## src/nvkt_pkg.sv

```systemverilog
package nvkt_pkg;

  // request kinds as they arrive on the input tuser
  localparam logic [1:0] REQ_NOTE_ON    = 2'd0;
  localparam logic [1:0] REQ_NOTE_OFF   = 2'd1;
  localparam logic [1:0] REQ_VOICE_DONE = 2'd2;
  localparam logic [1:0] REQ_CLEAR_ALL  = 2'd3;

  // operation carried by the token through the cell chain
  localparam logic [2:0] OP_NOP   = 3'd0;
  localparam logic [2:0] OP_ON    = 3'd1;
  localparam logic [2:0] OP_OFF   = 3'd2;
  localparam logic [2:0] OP_DONE  = 3'd3;
  localparam logic [2:0] OP_CLEAR = 3'd4;

  localparam int NOTE_W    = 7;
  localparam int VOICE_W   = 4;
  localparam int CHANNEL_W = 4;

  localparam logic [2:0] ADDR_MIDI_CHANNEL = 3'd0;

  typedef struct packed {
    logic                 vld;
    logic [2:0]           op;
    logic                 acc;
    logic [NOTE_W-1:0]    note;
    logic [VOICE_W-1:0]   voice;
    logic                 hit;
    logic [VOICE_W-1:0]   hit_voice;
  } token_t;

  typedef struct packed {
    logic                 accepted;
    logic                 table_full;
    logic                 release_all;
    logic [VOICE_W-1:0]   release_voice;
    logic                 release_valid;
  } result_t;

endpackage

```

## src/nvkt_cell.sv

```systemverilog
module nvkt_cell (
  input  logic            clk,
  input  logic            rst,
  input  nvkt_pkg::token_t tok_in,
  output nvkt_pkg::token_t tok_out
);

  logic                          used;
  logic                          used_next;
  logic [nvkt_pkg::NOTE_W-1:0]   note;
  logic [nvkt_pkg::VOICE_W-1:0]  voice;
  logic                          wr;
  nvkt_pkg::token_t              tok_next;

  always_comb begin
    tok_next  = tok_in;
    used_next = used;
    wr        = 1'b0;
    if (tok_in.vld) begin
      unique case (tok_in.op)
        nvkt_pkg::OP_ON: begin
          // take the note if this cell is free and no earlier cell did
          if (!tok_in.hit && !used) begin
            used_next    = 1'b1;
            wr           = 1'b1;
            tok_next.hit = 1'b1;
          end
        end
        nvkt_pkg::OP_OFF: begin
          if (!tok_in.hit && used && (note == tok_in.note)) begin
            used_next          = 1'b0;
            tok_next.hit       = 1'b1;
            tok_next.hit_voice = voice;
          end
        end
        nvkt_pkg::OP_DONE: begin
          if (used && (voice == tok_in.voice)) begin
            used_next = 1'b0;
          end
        end
        nvkt_pkg::OP_CLEAR: begin
          used_next = 1'b0;
        end
        default: begin
        end
      endcase
    end
  end

  always_ff @(posedge clk) begin
    if (rst) begin
      used        <= 1'b0;
      tok_out.vld <= 1'b0;
    end else begin
      used        <= used_next;
      tok_out.vld <= tok_next.vld;
    end
    tok_out.op        <= tok_next.op;
    tok_out.acc       <= tok_next.acc;
    tok_out.note      <= tok_next.note;
    tok_out.voice     <= tok_next.voice;
    tok_out.hit       <= tok_next.hit;
    tok_out.hit_voice <= tok_next.hit_voice;
    if (wr) begin
      note  <= tok_in.note;
      voice <= tok_in.voice;
    end
  end

endmodule

```

## src/note_voice_key_table.sv

```systemverilog
// Held-key table: pairs each held MIDI note with the synth voice playing it.
// Input stream (s_*): one beat per event; tuser carries the request kind
// (note on, note off, voice finished, clear all), tdata the channel, note,
// voice and voice-assigned flag. Output stream (m_*): exactly one result beat
// per input beat, in order: release flag and voice, release-all, table-full
// and accepted.
// The APB port holds midi_channel at address 0; write it only while idle.
// Each event is handed as a token down a row of TABLE_ENTRIES cells, one cell
// per cycle, each cell owning one table entry. Each token passes the input
// register and the cells, and its result a holding register, before the
// result beat appears; s_tready returns at the same edge as that beat, so
// the block holds one event at a time and takes the next only once the last
// result has left the holding register.
// A stalled output beat holds; the next event is still taken and its result
// waits in a holding register behind it, with s_tready low until it moves.
// Reset empties the table, sets midi_channel to 0 and drops any beat in
// flight; s_tready is high from the first cycle after reset.
module note_voice_key_table #(
  parameter int TABLE_ENTRIES = 11
) (
  input  logic        clk,
  input  logic        rst,
  input  logic        s_tvalid,
  output logic        s_tready,
  // [3:0] channel, [10:4] note, [14:11] voice, [15] voice_assigned
  input  logic [15:0] s_tdata,
  // [1:0] req_type
  input  logic [1:0]  s_tuser,
  output logic        m_tvalid,
  input  logic        m_tready,
  // [0] release_valid, [4:1] release_voice, [5] release_all,
  // [6] table_full, [7] accepted
  output logic [7:0]  m_tdata,
  input  logic        psel,
  input  logic        penable,
  input  logic        pwrite,
  input  logic [2:0]  paddr,
  input  logic [31:0] pwdata,
  output logic [31:0] prdata,
  output logic        pready
);

  logic [nvkt_pkg::CHANNEL_W-1:0] midi_channel;
  logic                           busy;
  nvkt_pkg::token_t               tok [TABLE_ENTRIES+1];
  nvkt_pkg::token_t               tok_next;
  nvkt_pkg::result_t              res;
  nvkt_pkg::result_t              res_next;
  logic                           res_valid;
  logic                           res_move;
  logic                           in_take;

  logic [1:0]                     in_req;
  logic [nvkt_pkg::CHANNEL_W-1:0] in_channel;
  logic [nvkt_pkg::NOTE_W-1:0]    in_note;
  logic [nvkt_pkg::VOICE_W-1:0]   in_voice;
  logic                           in_assigned;

  assign pready = 1'b1;
  assign prdata = (paddr == nvkt_pkg::ADDR_MIDI_CHANNEL) ? {28'd0, midi_channel} : 32'd0;

  always_ff @(posedge clk) begin
    if (rst) begin
      midi_channel <= '0;
    end else if (psel && penable && pwrite && pready &&
                 (paddr == nvkt_pkg::ADDR_MIDI_CHANNEL)) begin
      midi_channel <= pwdata[3:0];
    end
  end

  assign in_req      = s_tuser;
  assign in_channel  = s_tdata[3:0];
  assign in_note     = s_tdata[10:4];
  assign in_voice    = s_tdata[14:11];
  assign in_assigned = s_tdata[15];

  assign s_tready = !busy;
  assign in_take  = s_tvalid && s_tready;

  // turn the request into a chain operation
  always_comb begin
    tok_next           = '0;
    tok_next.vld       = in_take;
    tok_next.acc       = 1'b1;
    tok_next.note      = in_note;
    tok_next.voice     = in_voice;
    unique case (in_req)
      nvkt_pkg::REQ_NOTE_ON: begin
        if (in_channel != midi_channel) begin
          tok_next.acc = 1'b0;
          tok_next.op  = nvkt_pkg::OP_NOP;
        end else if (in_assigned) begin
          tok_next.op  = nvkt_pkg::OP_ON;
        end else begin
          tok_next.op  = nvkt_pkg::OP_NOP;
        end
      end
      nvkt_pkg::REQ_NOTE_OFF: begin
        if (in_channel != midi_channel) begin
          tok_next.acc = 1'b0;
          tok_next.op  = nvkt_pkg::OP_NOP;
        end else begin
          tok_next.op  = nvkt_pkg::OP_OFF;
        end
      end
      nvkt_pkg::REQ_VOICE_DONE: tok_next.op = nvkt_pkg::OP_DONE;
      nvkt_pkg::REQ_CLEAR_ALL:  tok_next.op = nvkt_pkg::OP_CLEAR;
      default:                  tok_next.op = nvkt_pkg::OP_NOP;
    endcase
  end

  always_ff @(posedge clk) begin
    if (rst) begin
      tok[0].vld <= 1'b0;
    end else begin
      tok[0].vld <= tok_next.vld;
    end
    tok[0].op        <= tok_next.op;
    tok[0].acc       <= tok_next.acc;
    tok[0].note      <= tok_next.note;
    tok[0].voice     <= tok_next.voice;
    tok[0].hit       <= tok_next.hit;
    tok[0].hit_voice <= tok_next.hit_voice;
  end

  for (genvar i = 0; i < TABLE_ENTRIES; i++) begin : g_cell
    nvkt_cell u_cell (
      .clk     (clk),
      .rst     (rst),
      .tok_in  (tok[i]),
      .tok_out (tok[i+1])
    );
  end

  // form the result from the token leaving the last cell
  always_comb begin
    res_next               = '0;
    res_next.accepted      = tok[TABLE_ENTRIES].acc;
    res_next.release_all   = (tok[TABLE_ENTRIES].op == nvkt_pkg::OP_CLEAR);
    res_next.table_full    = (tok[TABLE_ENTRIES].op == nvkt_pkg::OP_ON) &&
                             !tok[TABLE_ENTRIES].hit;
    if ((tok[TABLE_ENTRIES].op == nvkt_pkg::OP_OFF) && tok[TABLE_ENTRIES].hit) begin
      res_next.release_valid = 1'b1;
      res_next.release_voice = tok[TABLE_ENTRIES].hit_voice;
    end
  end

  assign res_move = res_valid && (!m_tvalid || m_tready);

  always_ff @(posedge clk) begin
    if (rst) begin
      busy      <= 1'b0;
      res_valid <= 1'b0;
      m_tvalid  <= 1'b0;
    end else begin
      if (in_take) begin
        busy <= 1'b1;
      end else if (res_move) begin
        busy <= 1'b0;
      end
      if (tok[TABLE_ENTRIES].vld) begin
        res_valid <= 1'b1;
      end else if (res_move) begin
        res_valid <= 1'b0;
      end
      if (res_move) begin
        m_tvalid <= 1'b1;
      end else if (m_tready) begin
        m_tvalid <= 1'b0;
      end
    end
  end

  always_ff @(posedge clk) begin
    if (tok[TABLE_ENTRIES].vld) begin
      res <= res_next;
    end
    if (res_move) begin
      m_tdata <= res;
    end
  end

endmodule

```

## config.mk

```make
export PLATFORM = sky130hd
export DESIGN_NAME = note_voice_key_table
export DESIGN_NICKNAME = d
export VERILOG_FILES = /design/src/nvkt_pkg.sv /design/src/nvkt_cell.sv /design/src/note_voice_key_table.sv
export SDC_FILE = /design/constraint.sdc
export NUM_CORES = 1
export LEC_CHECK = 0
export BUFFER_PORTS_ARGS = -buffer_cell sky130_fd_sc_hd__buf_2
export CORE_UTILIZATION = 35
export DETAILED_ROUTE_END_ITERATION = 12
export SYNTH_ARGS = -nofsm -noshare
export SYNTH_HDL_FRONTEND = slang
export SYNTH_SLANG_ARGS = --single-unit
```

## constraint.sdc

```tcl
create_clock -name clk -period 2.8 [get_ports clk]
set_input_delay 0.42 -clock clk [delete_from_list [all_inputs] [get_ports clk]]
set_output_delay 0.42 -clock clk [all_outputs]
set_load 0.01 [all_outputs]
```

==> results.json <==
{
  "drtAntennaViolNets": 0,
  "crit_required_ns": 3.20,
  "ys_seq_area_share_pct": 71.03,
  "overflow": 0,
  "p_comb_share_pct": 2.4,
  "die_y_microns": 194.4,
  "dp_hpwl_mm": 13.75,
  "worst-setup-path-type": "flip-flop to flip-flop",
  "place_congestion": 0.7341,
  "stdcell_area_sq_um": 14930,
  "synthesis.area_sq_um": 12950,
  "setup_tns_ns": 0,
  "cts_buffer_depth": 3,
  "ir_worst_vdd_v": 0.0005253,
  "cp_slowest_stage_delay_ns": 0.58,
  "drt_iter0_drc": 229,
  "antenna-diode-count": 0,
  "worst_slew_pin_slew_ns": 0.6657,
  "drcViolationCount": 0,
  "synth_common_cells": "254 x dfxtp_1, 137 x edfxtp_1, 85 x xnor2_1",
  "grt_pass1_vias": 6685,
  "clockPowerShare_pct": 42.0,
  "post-route-period-util_pct": 75.82,
  "fmax_mhz": 471.0,
  "start_util_pct": 35.46,
  "p_seq_share_pct": 55.7,
  "min_path_type": "input pin to flip-flop",
  "sw_frac_of_total_pct": 20.06,
  "worst_slack_ns": 0.6770,
  "die_area_sq_um": 37780,
  "dp_slack_ns": 0.6227,
  "grt_antenna_before_repair": 0,
  "htreeDepth": 2,
  "drive_gt1_share_pct": 11.77,
  "fin_util_pct": 40.87,
  "clock_sinks": 391,
  "wire_per_inst_microns": 13.00,
  "grt_max_degree": 24,
  "fin_skew_ns": 0.01091,
  "hold_violations": 0,
  "numCtsBuffers": 37,
  "cellInternalPower_mw": 8.832,
  "powerDensity_nw_per_um2": 740.2,
  "area_growth_pct": 15.25,
  "syn_inst": 903,
  "core_area_sq_um": 36520,
  "finalSetupViolCount": 0,
  "synth_edf_count": 137,
  "synth_most_common_cell": "dfxtp_1",
  "yosysTopAreaCell": "dfxtp_1",
  "port_buffers": 45,
  "via_per_inst": 4.357,
  "crit_path_end_kind": "flip-flop",
  "relSlewSlack_pct": 55.21,
  "ios": 103,
  "status": "complete, no violations",
  "arrival_ns": 2.52,
  "cp_cell_sequence": "xnor2_1 -> nand4_1 -> nor4_1 -> nand4b_1 -> mux2_1",
  "yosys-top-cells-area": "dfxtp_1 39%, edfxtp_1 32%, xnor2_1 5.7%",
  "cts_resized": 0,
  "fill_cells": 3323,
  "drv_slew": 0,
  "reg2reg_depth": 5,
  "fin_hold_ws_ns": 0.1007,
  "fin_crit_ns": 2.123,
  "rows": 70,
  "power.switching_mw": 2.216,
  "p_leak_nw": 5.583,
  "critical-path-top-delay-family": "simple AND/OR/NAND/NOR gates",
  "placed_cell_area_sq_um": 13680,
  "rsz0062_at_grt": "no",
  "drtPass1Iterations": 6,
  "clk_pin_slew_ns": 0.06,
  "wl_mm": 19.45,
  "synthArstFlopShare_pct": 0,
  "cp-start-kind": "flip-flop",
  "worst-path-buf-inv": 0,
  "maxCapViolations": 0,
  "synth_top_area_share_pct": 39.26,
  "die_w_microns": 194.4,
  "crit_slowest_cell": "nor4_1",
  "root_buffer": "clkbuf_16",
  "critical_path_depth": 5,
  "crit_fanout": 5,
  "synthFlopType": "dfxtp_1",
  "cts_setup_buffers": 0,
  "grt_pass1_wl_mm": 31.60,
  "cts_tree": "yes",
  "clock_latency_ns": 0.52,
  "groute.usage.overall_pct": 10.39,
  "nets": 1059,
  "dr_total_vias": 6518,
  "synth.distinct_cells": 51,
  "yosysWarnings": 0,
  "avgSynthCellArea_sq_um": 14.34,
  "whs_path_depth": 2,
  "ys_ff_latch": 391
}
metal layers:
| layer | track usage [%] | share of wire, % |
|---|---|---|
| met5 | 0 | 0 |
| met3 | 2.551 | 3.5 |
| met2 | 20.33 | 55 |
| met1 | 10.55 | 39 |
| met4 | 3.733 | 2.0 |
final timing paths:
path	to	start	slack, ns
max	g_cell[5].u_cell.tok_out[3]	g_cell[5].u_cell.note[0]	0.68
min	tok[248]	s_tuser[0]	0.10
max reg2reg	g_cell[5].u_cell.tok_out[3]	g_cell[5].u_cell.note[0]	0.68
min reg2reg	g_cell[2].u_cell.tok_out[16]	g_cell[1].u_cell.tok_out[16]	0.33
state kept, by name (all words and copies together), names as in the netlist, 4 cells and up:
name / cells
g_cell.u_cell.voice: 44
res: 8
m_tdata: 8
midi_channel: 4
g_cell.u_cell.note: 77
g_cell.u_cell.used: 11
g_cell.u_cell.tok_out: 220
tok: 16
kinds of logic (layout without fill, tap and decap cells):
kind of cell | after synthesis | after routing | synth area share, %
compound gates | 60 | 60 | 3.439
mux | 55 | 55 | 5.004
flops | 391 | 391 | 71.03
other cells | 2 | 29 | 0.05799
buf+inv | 49 | 147 | 2.435
xor+xnor | 120 | 120 | 8.115
simple gates | 226 | 226 | 9.922
placed cells by master, fill, tap and decap left out, drive strengths merged, types with 12 or more instances in the layout:
cell | Yosys | layout
nor3b | 15 | 15
inv | 11 | 12
nor2b | 28 | 28
nor2 | 37 | 37
nand3b | 18 | 18
mux2i | 13 | 13
nand4 | 13 | 13
mux2 | 42 | 42
xor2 | 35 | 35
edfxtp | 137 | 137
xnor2 | 85 | 85
and2 | 13 | 13
conb | 2 | 29
nand2 | 40 | 40
clkbuf | 5 | 58
dfxtp | 254 | 254
buf | 33 | 57
power groups by stage:
stage               clock network, mW  registers (mW)  logic [mW]
finish                           4.64            6.15       0.260
floorplan                           0            6.23       0.219
detailed placement                  0            6.28       0.253
global route                     5.03            6.17       0.291
global placement                    0            6.27       0.248
CTS                              4.78            6.15       0.265
final cells by class:
class / instances / area, sq um / share of cell area (%)
Clock buffer: 58 / 1087 / 7.285
Multi-Input combinational cell: 490 / 3538 / 23.71
Tap cell: 468 / 585.6 / 3.923
Clock inverter: 10 / 48.80 / 0.3269
Timing Repair Buffer: 68 / 425.4 / 2.850
Sequential cell: 391 / 9199 / 61.63
Inverter: 11 / 41.29 / 0.2766
stage by stage:
step	cells	total power [mW]
after floorplan	930	6.453
after global placement	1417	6.517
after detailed placement	1417	6.531
after CTS	1496	11.20
after global routing	1496	11.49
final	1496	11.05
what timing repair did:
item | 4_1_cts | 5_1_grt
hold buffers | 11 | 0
endpoints found under the setup margin | 0 | 0
hold endpoints to repair | 11 | 0
Note: power is estimated with default switching activity, not from simulation.
